[src/assert_macros.svh]
// assertion macros used by the top-level rtl file
// each macro expects clk and arst_n to be in scope
`ifndef ASSERT_MACROS_SVH
`define ASSERT_MACROS_SVH

// same-cycle implication
`define ASSERT_NOW(lbl, ante, cons, msg) \
	lbl: assert property (@(posedge clk) disable iff (!arst_n) (ante) |-> (cons)) \
		else $error(msg);

// next-cycle implication
`define ASSERT_NEXT(lbl, ante, cons, msg) \
	lbl: assert property (@(posedge clk) disable iff (!arst_n) (ante) |=> (cons)) \
		else $error(msg);

`endif

[src/cpms_pkg.sv]
`timescale 1ns / 1ps
// shared types and constants for the controller port block
// no dependencies
package cpms_pkg;

	localparam int PLAYERS = 6;
	localparam int PLAYER_W = 3;
	localparam int BTN_W = 3;
	localparam int PAD_W = 8;
	localparam int REM_W = 5;
	localparam int SIG_W = 8;

	localparam logic [REM_W-1:0] REM_LOAD = 5'd16;
	localparam logic [REM_W-1:0] REM_FAR = 5'd8;
	localparam logic [SIG_W-1:0] SIG_NEAR = 8'h08;
	localparam logic [SIG_W-1:0] SIG_FAR = 8'h04;
	localparam logic [PLAYER_W-1:0] PAIR_STEP = 3'd2;

	typedef enum logic [1:0] {
		MODE_BUTTON = 2'd0,
		MODE_STROBE = 2'd1,
		MODE_READ = 2'd2
	} mode_t;

	typedef enum logic [1:0] {
		AM_NONE = 2'd0,
		AM_TAP = 2'd1,
		AM_EXP2 = 2'd2,
		AM_EXP4 = 2'd3
	} adapter_mode_t;

	typedef enum logic [1:0] {
		REG_ADAPTER_MODE = 2'd0,
		REG_PORT0_PRESENT = 2'd1,
		REG_PORT1_PRESENT = 2'd2
	} reg_idx_t;

	typedef struct packed {
		logic edit;
		logic [BTN_W-1:0] button;
		logic pressed;
		logic latch;
		logic shift;
		logic strobe;
	} pad_ctrl_t;

	typedef struct packed {
		logic clear;
		logic reload;
		logic read;
		logic strobe;
		logic [SIG_W-1:0] reload_sig;
	} tap_ctrl_t;

	typedef struct packed {
		logic active;
		logic far;
		logic sig_bit;
	} tap_status_t;

endpackage

[src/cpms_pad.sv]
`timescale 1ns / 1ps
// one gamepad: live button register and parallel-load shift register
// depends on cpms_pkg
module cpms_pad (
	input logic clk,
	input logic arst_n,
	input cpms_pkg::pad_ctrl_t ctrl,
	output logic data_bit
);

	logic [cpms_pkg::PAD_W-1:0] buttons_q;
	logic [cpms_pkg::PAD_W-1:0] shift_q;

	assign data_bit = ctrl.strobe ? buttons_q[0] : shift_q[0];

	always_ff @(posedge clk or negedge arst_n) begin
		if (!arst_n) begin
			buttons_q <= '0;
			shift_q <= '0;
		end else begin
			if (ctrl.edit) begin
				buttons_q[ctrl.button] <= ctrl.pressed;
			end
			if (ctrl.latch) begin
				shift_q <= buttons_q;
			end else if (ctrl.shift) begin
				if (ctrl.strobe) begin
					shift_q <= buttons_q;
				end else begin
					shift_q <= {1'b1, shift_q[cpms_pkg::PAD_W-1:1]};
				end
			end
		end
	end

endmodule

[src/cpms_tap.sv]
`timescale 1ns / 1ps
// one adapter channel: bit counter and signature shift register
// depends on cpms_pkg
module cpms_tap (
	input logic clk,
	input logic arst_n,
	input cpms_pkg::tap_ctrl_t ctrl,
	output cpms_pkg::tap_status_t status
);

	logic [cpms_pkg::REM_W-1:0] rem_q;
	logic [cpms_pkg::REM_W-1:0] rem_eff;
	logic [cpms_pkg::REM_W-1:0] rem_dec;
	logic [cpms_pkg::SIG_W-1:0] sig_q;
	logic [cpms_pkg::SIG_W-1:0] sig_eff;

	// strobe high reloads before the read
	always_comb begin
		rem_eff = ctrl.strobe ? cpms_pkg::REM_LOAD : rem_q;
		sig_eff = ctrl.strobe ? ctrl.reload_sig : sig_q;
		rem_dec = rem_eff - cpms_pkg::REM_W'(1);
		status.active = (rem_eff != '0);
		status.far = (rem_dec < cpms_pkg::REM_FAR);
		status.sig_bit = sig_eff[0];
	end

	always_ff @(posedge clk or negedge arst_n) begin
		if (!arst_n) begin
			rem_q <= '0;
			sig_q <= '0;
		end else if (ctrl.clear) begin
			rem_q <= '0;
			sig_q <= '0;
		end else if (ctrl.reload) begin
			rem_q <= cpms_pkg::REM_LOAD;
			sig_q <= ctrl.reload_sig;
		end else if (ctrl.read) begin
			if (status.active) begin
				rem_q <= rem_dec;
				sig_q <= sig_eff;
			end else begin
				rem_q <= rem_eff;
				sig_q <= {1'b1, sig_eff[cpms_pkg::SIG_W-1:1]};
			end
		end
	end

endmodule

[src/controller_port_multitap_shift_top.sv]
`timescale 1ns / 1ps
// Two controller ports with eight-button pads and a multi-player adapter.
// Takes one item per clock cycle when not stalled: an item goes into the input
// register, its whole effect on the pad and adapter state is applied when it
// leaves that register, and a port read then shows its result on the output
// stream from the output register. Button changes and strobe writes give no
// result. The output register holds a waiting result while one more item sits
// in the input register; the input stalls only when both are full and the
// output is held back. Configuration writes are meant for idle periods; an
// adapter mode write clears both adapter channels.
// Depends on cpms_pkg, cpms_pad, cpms_tap and assert_macros.svh.
`include "assert_macros.svh"

module controller_port_multitap_shift_top (
	input logic clk,
	input logic arst_n,
	input logic s_axis_tvalid,
	output logic s_axis_tready,
	// player [2:0], button [5:3], pressed [6], strobe_level [7], port [8]
	input logic [15:0] s_axis_tdata,
	// mode [1:0]
	input logic [1:0] s_axis_tuser,
	output logic m_axis_tvalid,
	input logic m_axis_tready,
	// read_data [1:0]
	output logic [7:0] m_axis_tdata,
	input logic psel,
	input logic penable,
	input logic pwrite,
	input logic [3:0] paddr,
	input logic [31:0] pwdata,
	output logic [31:0] prdata,
	output logic pready
);

	localparam int PL = cpms_pkg::PLAYERS;
	localparam int PW = cpms_pkg::PLAYER_W;

	// configuration
	cpms_pkg::adapter_mode_t am_q;
	logic p0_present_q;
	logic p1_present_q;
	logic cfg_wr;
	cpms_pkg::reg_idx_t cfg_idx;

	// input stage
	logic valid_s1;
	cpms_pkg::mode_t mode_s1;
	logic [PW-1:0] player_s1;
	logic [cpms_pkg::BTN_W-1:0] button_s1;
	logic pressed_s1;
	logic level_s1;
	logic port_s1;

	// state and result
	logic strobe_q;
	logic out_valid_q;
	logic [1:0] out_data_q;

	logic fire_s1;
	logic rd;
	logic tap_path;
	logic strobe_fall;
	logic present;
	logic tap_bit;
	logic d0;
	logic d1;
	logic [PW-1:0] tap_idx;
	logic [PW-1:0] port_idx;
	logic [PL-1:0] sel_tap;
	logic [PL-1:0] sel_d0;
	logic [PL-1:0] sel_d1;
	logic [PL-1:0] pad_bit;
	cpms_pkg::tap_status_t ts;
	cpms_pkg::tap_status_t tap_st [2];
	cpms_pkg::tap_ctrl_t tap_ctrl [2];
	cpms_pkg::pad_ctrl_t pad_ctrl [PL];

	// apb
	assign pready = 1'b1;
	assign cfg_idx = cpms_pkg::reg_idx_t'(paddr[3:2]);
	assign cfg_wr = psel && penable && pwrite && pready;

	always_comb begin
		case (cfg_idx)
			cpms_pkg::REG_ADAPTER_MODE: prdata = {30'd0, am_q};
			cpms_pkg::REG_PORT0_PRESENT: prdata = {31'd0, p0_present_q};
			cpms_pkg::REG_PORT1_PRESENT: prdata = {31'd0, p1_present_q};
			default: prdata = '0;
		endcase
	end

	always_ff @(posedge clk or negedge arst_n) begin
		if (!arst_n) begin
			am_q <= cpms_pkg::AM_NONE;
			p0_present_q <= 1'b1;
			p1_present_q <= 1'b1;
		end else if (cfg_wr) begin
			case (cfg_idx)
				cpms_pkg::REG_ADAPTER_MODE: am_q <= cpms_pkg::adapter_mode_t'(pwdata[1:0]);
				cpms_pkg::REG_PORT0_PRESENT: p0_present_q <= pwdata[0];
				cpms_pkg::REG_PORT1_PRESENT: p1_present_q <= pwdata[0];
				default: ;
			endcase
		end
	end

	// handshake
	assign fire_s1 = valid_s1 && (mode_s1 != cpms_pkg::MODE_READ || !out_valid_q
		|| m_axis_tready);
	assign s_axis_tready = !valid_s1 || fire_s1;
	assign m_axis_tvalid = out_valid_q;
	assign m_axis_tdata = {6'd0, out_data_q};

	always_ff @(posedge clk or negedge arst_n) begin
		if (!arst_n) begin
			valid_s1 <= 1'b0;
		end else if (s_axis_tready) begin
			valid_s1 <= s_axis_tvalid;
		end
	end

	always_ff @(posedge clk) begin
		if (s_axis_tready && s_axis_tvalid) begin
			mode_s1 <= cpms_pkg::mode_t'(s_axis_tuser);
			player_s1 <= s_axis_tdata[2:0];
			button_s1 <= s_axis_tdata[5:3];
			pressed_s1 <= s_axis_tdata[6];
			level_s1 <= s_axis_tdata[7];
			port_s1 <= s_axis_tdata[8];
		end
	end

	// read decode
	always_comb begin
		rd = valid_s1 && mode_s1 == cpms_pkg::MODE_READ;
		tap_path = rd && (am_q == cpms_pkg::AM_TAP || am_q == cpms_pkg::AM_EXP4);
		strobe_fall = valid_s1 && mode_s1 == cpms_pkg::MODE_STROBE && strobe_q && !level_s1;
		ts = tap_st[port_s1];
		port_idx = {{(PW-1){1'b0}}, port_s1};
		tap_idx = port_idx
			+ ((am_q == cpms_pkg::AM_EXP4) ? cpms_pkg::PAIR_STEP : '0)
			+ (ts.far ? cpms_pkg::PAIR_STEP : '0);
		present = port_s1 ? p1_present_q : p0_present_q;
		for (int i = 0; i < PL; i++) begin
			sel_tap[i] = tap_path && ts.active && tap_idx == PW'(i);
			sel_d0[i] = rd && am_q != cpms_pkg::AM_TAP && present && port_idx == PW'(i);
			sel_d1[i] = rd && am_q == cpms_pkg::AM_EXP2
				&& (port_idx + cpms_pkg::PAIR_STEP) == PW'(i);
		end
		tap_bit = ts.active ? |(sel_tap & pad_bit) : ts.sig_bit;
		d0 = (am_q == cpms_pkg::AM_TAP) ? tap_bit : |(sel_d0 & pad_bit);
		case (am_q)
			cpms_pkg::AM_EXP2: d1 = |(sel_d1 & pad_bit);
			cpms_pkg::AM_EXP4: d1 = tap_bit;
			default: d1 = 1'b0;
		endcase
	end

	// pad lanes
	for (genvar g = 0; g < PL; g++) begin : g_pad
		always_comb begin
			pad_ctrl[g].edit = fire_s1 && mode_s1 == cpms_pkg::MODE_BUTTON
				&& player_s1 == PW'(g);
			pad_ctrl[g].button = button_s1;
			pad_ctrl[g].pressed = pressed_s1;
			pad_ctrl[g].latch = fire_s1 && strobe_fall;
			pad_ctrl[g].shift = fire_s1 && (sel_tap[g] || sel_d0[g] || sel_d1[g]);
			pad_ctrl[g].strobe = strobe_q;
		end
		cpms_pad u_pad (
			.clk(clk),
			.arst_n(arst_n),
			.ctrl(pad_ctrl[g]),
			.data_bit(pad_bit[g])
		);
	end

	// adapter channels
	for (genvar g = 0; g < 2; g++) begin : g_tap
		always_comb begin
			tap_ctrl[g].clear = cfg_wr && cfg_idx == cpms_pkg::REG_ADAPTER_MODE;
			tap_ctrl[g].reload = fire_s1 && strobe_fall;
			tap_ctrl[g].read = fire_s1 && tap_path && port_s1 == 1'(g);
			tap_ctrl[g].strobe = strobe_q;
			tap_ctrl[g].reload_sig = ((am_q == cpms_pkg::AM_TAP) == (g == 0))
				? cpms_pkg::SIG_NEAR : cpms_pkg::SIG_FAR;
		end
		cpms_tap u_tap (
			.clk(clk),
			.arst_n(arst_n),
			.ctrl(tap_ctrl[g]),
			.status(tap_st[g])
		);
	end

	// strobe and result register
	always_ff @(posedge clk or negedge arst_n) begin
		if (!arst_n) begin
			strobe_q <= 1'b0;
			out_valid_q <= 1'b0;
		end else begin
			if (fire_s1 && mode_s1 == cpms_pkg::MODE_STROBE) begin
				strobe_q <= level_s1;
			end
			if (fire_s1 && rd) begin
				out_valid_q <= 1'b1;
			end else if (m_axis_tready) begin
				out_valid_q <= 1'b0;
			end
		end
	end

	always_ff @(posedge clk) begin
		if (fire_s1 && rd) begin
			out_data_q <= {d1, d0};
		end
	end

	`ASSERT_NEXT(a_read_gives_item, fire_s1 && rd, out_valid_q, "read item without result")
	`ASSERT_NOW(a_stall_only_full, !s_axis_tready, valid_s1 && out_valid_q, "stall while not full")
	`ASSERT_NOW(a_two_pads_max, 1'b1, $countones(sel_tap | sel_d0 | sel_d1) <= 2, "too many pads shifted")
	`ASSERT_NEXT(a_fall_clears_strobe, fire_s1 && strobe_fall, !strobe_q, "strobe not cleared on fall")
	`ASSERT_NOW(a_tap_no_plain, am_q == cpms_pkg::AM_TAP, (sel_d0 | sel_d1) == '0, "plain pad read in tap mode")

endmodule

[config.mk]
export PLATFORM = sky130hd
export DESIGN_NAME = controller_port_multitap_shift_top
export DESIGN_NICKNAME = d
export VERILOG_FILES = /design/src/cpms_pkg.sv /design/src/cpms_pad.sv /design/src/cpms_tap.sv /design/src/controller_port_multitap_shift_top.sv
export VERILOG_INCLUDE_DIRS = /design/src /design/src/src
export SDC_FILE = /design/constraint.sdc
export NUM_CORES = 1
export LEC_CHECK = 0
export BUFFER_PORTS_ARGS = -buffer_cell sky130_fd_sc_hd__buf_2
export CAP_MARGIN = 30
export CORE_ASPECT_RATIO = 0.9
export CORE_MARGIN = 2
export CORE_UTILIZATION = 24
export CTS_CLUSTER_SIZE = 24
export DETAILED_ROUTE_END_ITERATION = 8
export PLACE_DENSITY = 0.4
export REMOVE_ABC_BUFFERS = 1
export SETUP_SLACK_MARGIN = 0.4
export SYNTH_ARGS = -nofsm -noshare
export SYNTH_HDL_FRONTEND = slang
export SYNTH_HIERARCHICAL = 1
export SYNTH_SLANG_ARGS = --single-unit
[constraint.sdc]
create_clock -name clk -period 3.8 [get_ports clk]
set_input_delay 0 -clock clk [delete_from_list [all_inputs] [get_ports clk]]
set_output_delay 0 -clock clk [all_outputs]
set_load 0.03 [all_outputs]
==> summary.md, run 1 <==
| Metric | Value |
|---|---|
| Most common cell after layout, fill and taps aside | dfrtp_1 |
| Die X-Extent | 204 µm |
| WHS | 32.1 ps |
| Final setup TNS | 0 ps |
| Max-Slew Margin vs Limit | 0.402 |
| Final Instance Area | 9970 µm² |
| CTS Buf Count | 17 |
| Area after DPL | 9220 µm² |
| Tcrit/Tclk final | 0.827 |
| Outcome | complete, no violations |
| Clock Sinks | 142 |
| Placement Setup Slack | 409 ps |
| HP Class | input pin to register |
| Antenna viol nets, final | 0 |
| Top_reg_cell synth | dfrtp_1 |
| Number of synthesized flops with an enable pin | 13 |
| DR vias | 5996 |
| DR iter-0 viols | 410 |
| Nets@finish | 919 |
| Top-area cell type share of the netlist area | 0.368 |
| Slew at the pin with the worst max-slew slack | 886 ps |
| Final worst slack | 659 ps |
| Final Wtd Congestion | 0.679 |
| Crit Path Category | register to register |
| Crit path time final | 3140 ps |
| Residual DRC | 0 |
| Die area | 37600 µm² |
| Final-report hold violation count | 0 |
| CTS tree | done |
| Worst vdd ir | 0.000180 V |
| Syn_area_per_cell | 11.0 µm² |
| Antenna diodes | 0 |
| CP arrival | 3440 ps |
| Top post-synthesis cells by area | dfrtp_1, a221oi_2, mux2_2 |
| Sequential area share after synthesis | 0.419 |
| Crit end category | register |
| Placed insts | 1288 |
| Port-buffer cells | 27 |
| Total power | 5.20 mW |
| CTS root buf | clkbuf_16 |
| Synth Instances | 785 |
| Yosys warnings | 6 |
| Critical path startpoint category | register |
| Setup Skew | 14.5 ps |
| I/O Pins | 104 |
| Ys async rst share | 0.908 |
| Chip height | 184 µm |
| # rows | 65 |
| Hpwl dp | 12700 µm |
| CP required | 4100 ps |
| H-tree levels | 4 |
| Largest net degree at the start of global routing | 135 |
| Gr usage total | 0.118 |
| Fmax | 318 MHz |
| DR pass1 iterations | 4 |
| PwrDens | 521 nW/µm² |
| Yosys cell types | 61 |
| Vias in the first global route | 6179 |
| Core footprint | 35300 µm² |
| Setup violations, final | 0 |
| FF+latch count, synth | 142 |
| DR WL/cell | 15.8 µm |
| Finished Layout Cells | 1339 |
| Most frequent cells in the layout | dfrtp_1, conb_1, nor2_1 |
| Congestion Overflow GR | 0 |
| Leak pwr | 4.14 nW |
| Initial antenna violation count | 0 |
| Clock buffer depth | 2 |
| WL final | 21100 µm |
| Area delta synth->final | 15.4% |
| Clock-pin transition on the worst setup and hold timing paths | 70 ps |
| Routed vias/inst | 4.48 |
| Max-Cap Viols | 0 |
| Clk_lat worst skew | 430 ps |
| Final core area utilization | 0.283 |
| Slew Viols, Final | 0 |
| Share of layout cells above drive strength 1 | 0.298 |
| Area leader, netlist | dfrtp_1 |
| Netlist Area Pre-Place | 8640 µm² |
| Starting density of the core | 0.245 |
| Unrepaired setup endpoints after global routing | false |
| Crit path max fanout | 10 |
| First-pass GRT wire length | 35000 µm |
## sequential cells by signal, summed over array words and instances, names as in the netlist
register / count
g_pad.u_pad/buttons_q: 48
g_pad.u_pad/shift_q: 48
g_tap.u_tap/sig_q: 16
g_tap.u_tap/rem_q: 10
button_s1: 3
player_s1: 3
am_q: 2
mode_s1: 2
out_data_q: 2
level_s1: 1
m_axis_tvalid: 1
p0_present_q: 1
p1_present_q: 1
port_s1: 1
pressed_s1: 1
strobe_q: 1
valid_s1: 1
## timing repair
item / 4_1_cts / 5_1_grt
hold endpoints to repair: 90 / 0
gates resized for setup: 1 / 3
setup buffers: 0 / 3
pin swaps: 0 / 2
hold buffers: 16 / 0
setup endpoints to repair: 1 / 21
## synthesized netlist by cell type (all sizes together), types with 4 or more instances
cell type	number
o31ai	16
nor2b	24
o21a	4
or3b	14
nor4b	8
o22ai	6
nand2b	4
or2	4
buf	75
and4bb	18
nand3	4
nor3b	9
o21ai	11
nor3	72
edfxtp	13
or3	4
mux2	64
inv	58
mux2i	9
nor2	60
clkbuf	8
nand2	30
nand4b	20
a21o	18
a221oi	56
dfrtp	127
a21oi	21
nand4	6
## worst max-delay path: stages (launching register included)
cell and delay [ps]:
dfrtp_1 440, or3_4 430, nor2_1 120, nor4b_2 60, mux2_2 290, ha_1 370, or4_4 590, nor2_1 120
buf_4 200, nor2b_1 140, buf_4 200, a221oi_2 80
## where the power goes
group	switching [mW]	internal [mW]	leakage, nW
clock	0.711	0.909	0.272
sequential	0.282	1.90	1.76
combinational	0.743	0.653	2.10
total	1.74	3.46	4.14
## path summary, 6_finish.rpt
kind | from | end | slack [ps] | cells past startpoint
max in group asynchronous | arst_n | p1_present_q$_DFFE_PN1P_ | 2670 | 3
min in group asynchronous | arst_n | g_tap[1].u_tap/sig_q[4]$_DFFE_PN0P_ | 190 | 2
max reg2reg | g_tap[0].u_tap/rem_q[1]$_DFFE_PN0P_ | g_pad[5].u_pad/shift_q[1]$_DFFE_PN0P_ | 660 | 11
max | g_tap[0].u_tap/rem_q[1]$_DFFE_PN0P_ | g_pad[5].u_pad/shift_q[1]$_DFFE_PN0P_ | 660 | 11
min reg2reg | g_pad[3].u_pad/buttons_q[7]$_DFFE_PN0P_ | g_pad[3].u_pad/buttons_q[7]$_DFFE_PN0P_ | 500 | 1
min | paddr[3] | p0_present_q$_DFFE_PN1P_ | 30 | 3
## final cells by class
cell class | count | area, µm²
Inverter | 58 | 218
Timing Repair Buffer | 77 | 589
Fill cell | 3681 | 25300
Clock buffer | 17 | 425
Multi-Input combinational cell | 561 | 4400
Sequential cell | 142 | 3620
Clock inverter | 15 | 138
Tap cell | 469 | 587
## cells by family after synthesis
| group | synth area share |
|---|---|
| buffers and inverters | 0.100 |
| AND/OR/NAND/NOR | 0.220 |
| other | 0.000869 |
| flip-flops | 0.419 |
| AO/OA/AOI/OAI | 0.157 |
| adder cells (fa/ha/maj) | 0.00145 |
| multiplexers | 0.102 |
## metal layers
metal	part of all wire	global-route usage	up-vias
li1	-	-	2951
met1	0.50	0.162	2963
met2	0.47	0.189	69
met3	0.021	0.0204	13
met4	0.011	0.0368	0
met5	0	0	-
(Power assumes the default switching activity.)
==> inputs of run 2 (changes only) <==
==> constraint.sdc (replaced) <==
create_clock -name clk -period 3.2 [get_ports clk]
set_input_delay 0 -clock clk [delete_from_list [all_inputs] [get_ports clk]]
set_output_delay 0 -clock clk [all_outputs]
set_load 0.03 [all_outputs]
==> summary.md, run 2 (synthesized netlist as in run 1, its figures left out) <==
| Metric | Value |
|---|---|
| Routed vias/inst | 4.50 |
| Crit Path Category | register to register |
| Core footprint | 35300 µm² |
| Critical path destination | g_pad[5].u_pad/shift_q[4]$_DFFE_PN0P_ |
| Outcome | complete, no violations |
| Final-report hold violation count | 0 |
| DR WL/cell | 15.7 µm |
| Residual DRC | 0 |
| Max-Cap Viols | 0 |
| Crit path max fanout | 9 |
| Initial antenna violation count | 0 |
| Slew Viols, Final | 0 |
| DR iter-0 viols | 319 |
| WL final | 21300 µm |
| Fmax | 359 MHz |
| Clock-pin transition on the worst setup and hold timing paths | 70 ps |
| CP required | 3500 ps |
| Clock buffer depth | 2 |
| # rows | 65 |
| H-tree levels | 4 |
| Crit path time final | 2790 ps |
| DR pass1 iterations | 4 |
| Clock Sinks | 142 |
| Filler instances | 3673 |
| Met2 wire len | 10200 µm |
| Starting density of the core | 0.245 |
| Most frequent cells in the layout | dfrtp_1, conb_1, inv_1 |
| Critical path origin | g_tap[1].u_tap/rem_q[1]$_DFFE_PN0P_ |
| Final setup TNS | 0 ps |
| Crit Reg-Reg Endpoint | g_pad[5].u_pad/shift_q[4]$_DFFE_PN0P_ |
| Area after DPL | 9310 µm² |
| First-pass GRT wire length | 34800 µm |
| FF-to-FF Start | g_tap[1].u_tap/rem_q[1]$_DFFE_PN0P_ |
| Multi-input combinational cell area | 4500 µm² |
| Slew at the pin with the worst max-slew slack | 850 ps |
| CTS root buf | clkbuf_16 |
| Die area | 37600 µm² |
| Critical path startpoint category | register |
| I/O Pins | 104 |
| Hpwl dp | 13100 µm |
| Total power | 6.45 mW |
| Reg2Reg Setup Slack | 410 ps |
| Final Wtd Congestion | 0.700 |
| Antenna diodes | 0 |
| Placement Setup Slack | 43.1 ps |
| Register area | 3620 µm² |
| Leading registers by flop count | g_pad.u_pad/buttons_q: 48 flops, g_pad.u_pad/shift_q: 48 flops, g_tap.u_tap/sig_q: 16 flops |
| Final Instance Area | 10300 µm² |
| Most common cell after layout, fill and taps aside | dfrtp_1 |
| DR WL met3 | 482 µm |
| Vias in the first global route | 6163 |
| Uppermost layer routed | met4 |
| Port-buffer cells | 27 |
| Crit end category | register |
| Setup Skew | 18.4 ps |
| Gr usage total | 0.117 |
| Reg2Reg Depth | 10 |
| Unrepaired setup endpoints after global routing | true |
| CTS tree | done |
| Area delta synth->final | 19.2% |
| Setup violations, final | 0 |
| Nets@finish | 939 |
| WHS | 32.2 ps |
| Die X-Extent | 204 µm |
| CP arrival | 3090 ps |
| HP Class | input pin to register |
| CTS Buf Count | 17 |
| Share of layout cells above drive strength 1 | 0.328 |
| Final worst slack | 413 ps |
| Clk_lat worst skew | 420 ps |
| Leak pwr | 4.29 nW |
| Worst vdd ir | 0.000341 V |
| Max-Slew Margin vs Limit | 0.433 |
| Antenna viol nets, final | 0 |
| M1 WL | 10500 µm |
| PwrDens | 625 nW/µm² |
| DR vias | 6122 |
| Chip height | 184 µm |
| Congestion Overflow GR | 0 |
| Largest net degree at the start of global routing | 78 |
| Tcrit/Tclk final | 0.871 |
-- run 2: what timing repair did --
item	4_1_cts	5_1_grt
buffers inserted	5	7
hold buffers	15	0
setup endpoints to repair	47	49
gates resized for setup	21	11
gates cloned	0	1
pin swaps	5	20
endpoints found under the hold margin	93	0
-- run 2: worst min-delay path by stage --
stage	start	endpoint	slack [ps]	cells past startpoint
6_report	paddr[2]	p1_present_q$_DFFE_PN1P_	30	3
5_1_grt	paddr[3]	p0_present_q$_DFFE_PN1P_	30	3
4_1_cts	paddr[2]	p1_present_q$_DFFE_PN1P_	9	3
3_5_place_dp	arst_n	g_tap[1].u_tap/sig_q[6]$_DFFE_PN0P_	120	1
3_3_place_gp	arst_n	g_tap[1].u_tap/sig_q[6]$_DFFE_PN0P_	120	1
2_1_floorplan	arst_n	am_q[0]$_DFFE_PN0P_	-300	0
-- run 2: final cells by class --
cell class,count,area share
clock buffers,19,0.0441
well taps,469,0.0569
inverters,58,0.0211
repair buffers,97,0.0749
clock inverters,13,0.0147
flip-flops and latches,142,0.351
multi-input cells,561,0.437
-- run 2: where the power goes --
group	internal [mW]	switching [mW]
clock network	1.22	0.861
logic	0.843	0.948
registers	2.26	0.323
total	4.32	2.13
-- run 2: metal layers --
metal	global-route usage	vias up
met5	0	-
met4	0.0243	0
met3	0.0204	7
met2	0.193	71
met1	0.161	3063
li1	-	2981
-- run 2: stage by stage --
step | instances | util
floorplan | 761 | -
global placement | 1297 | 0.263
detailed placement | 1299 | 0.264
CTS | 1351 | 0.288
global route | 1359 | 0.292
finish | 1359 | 0.292
-- run 2: critical path, stage by stage (launching register included) --
cell and delay, ps:
dfrtp_1 380, or3_4 420, nand2_2 100, nor4b_4 210, mux2_4 210, ha_4 200, or4_4 590, nor2_4 130
buf_6 150, a21o_4 200, a221oi_2 80
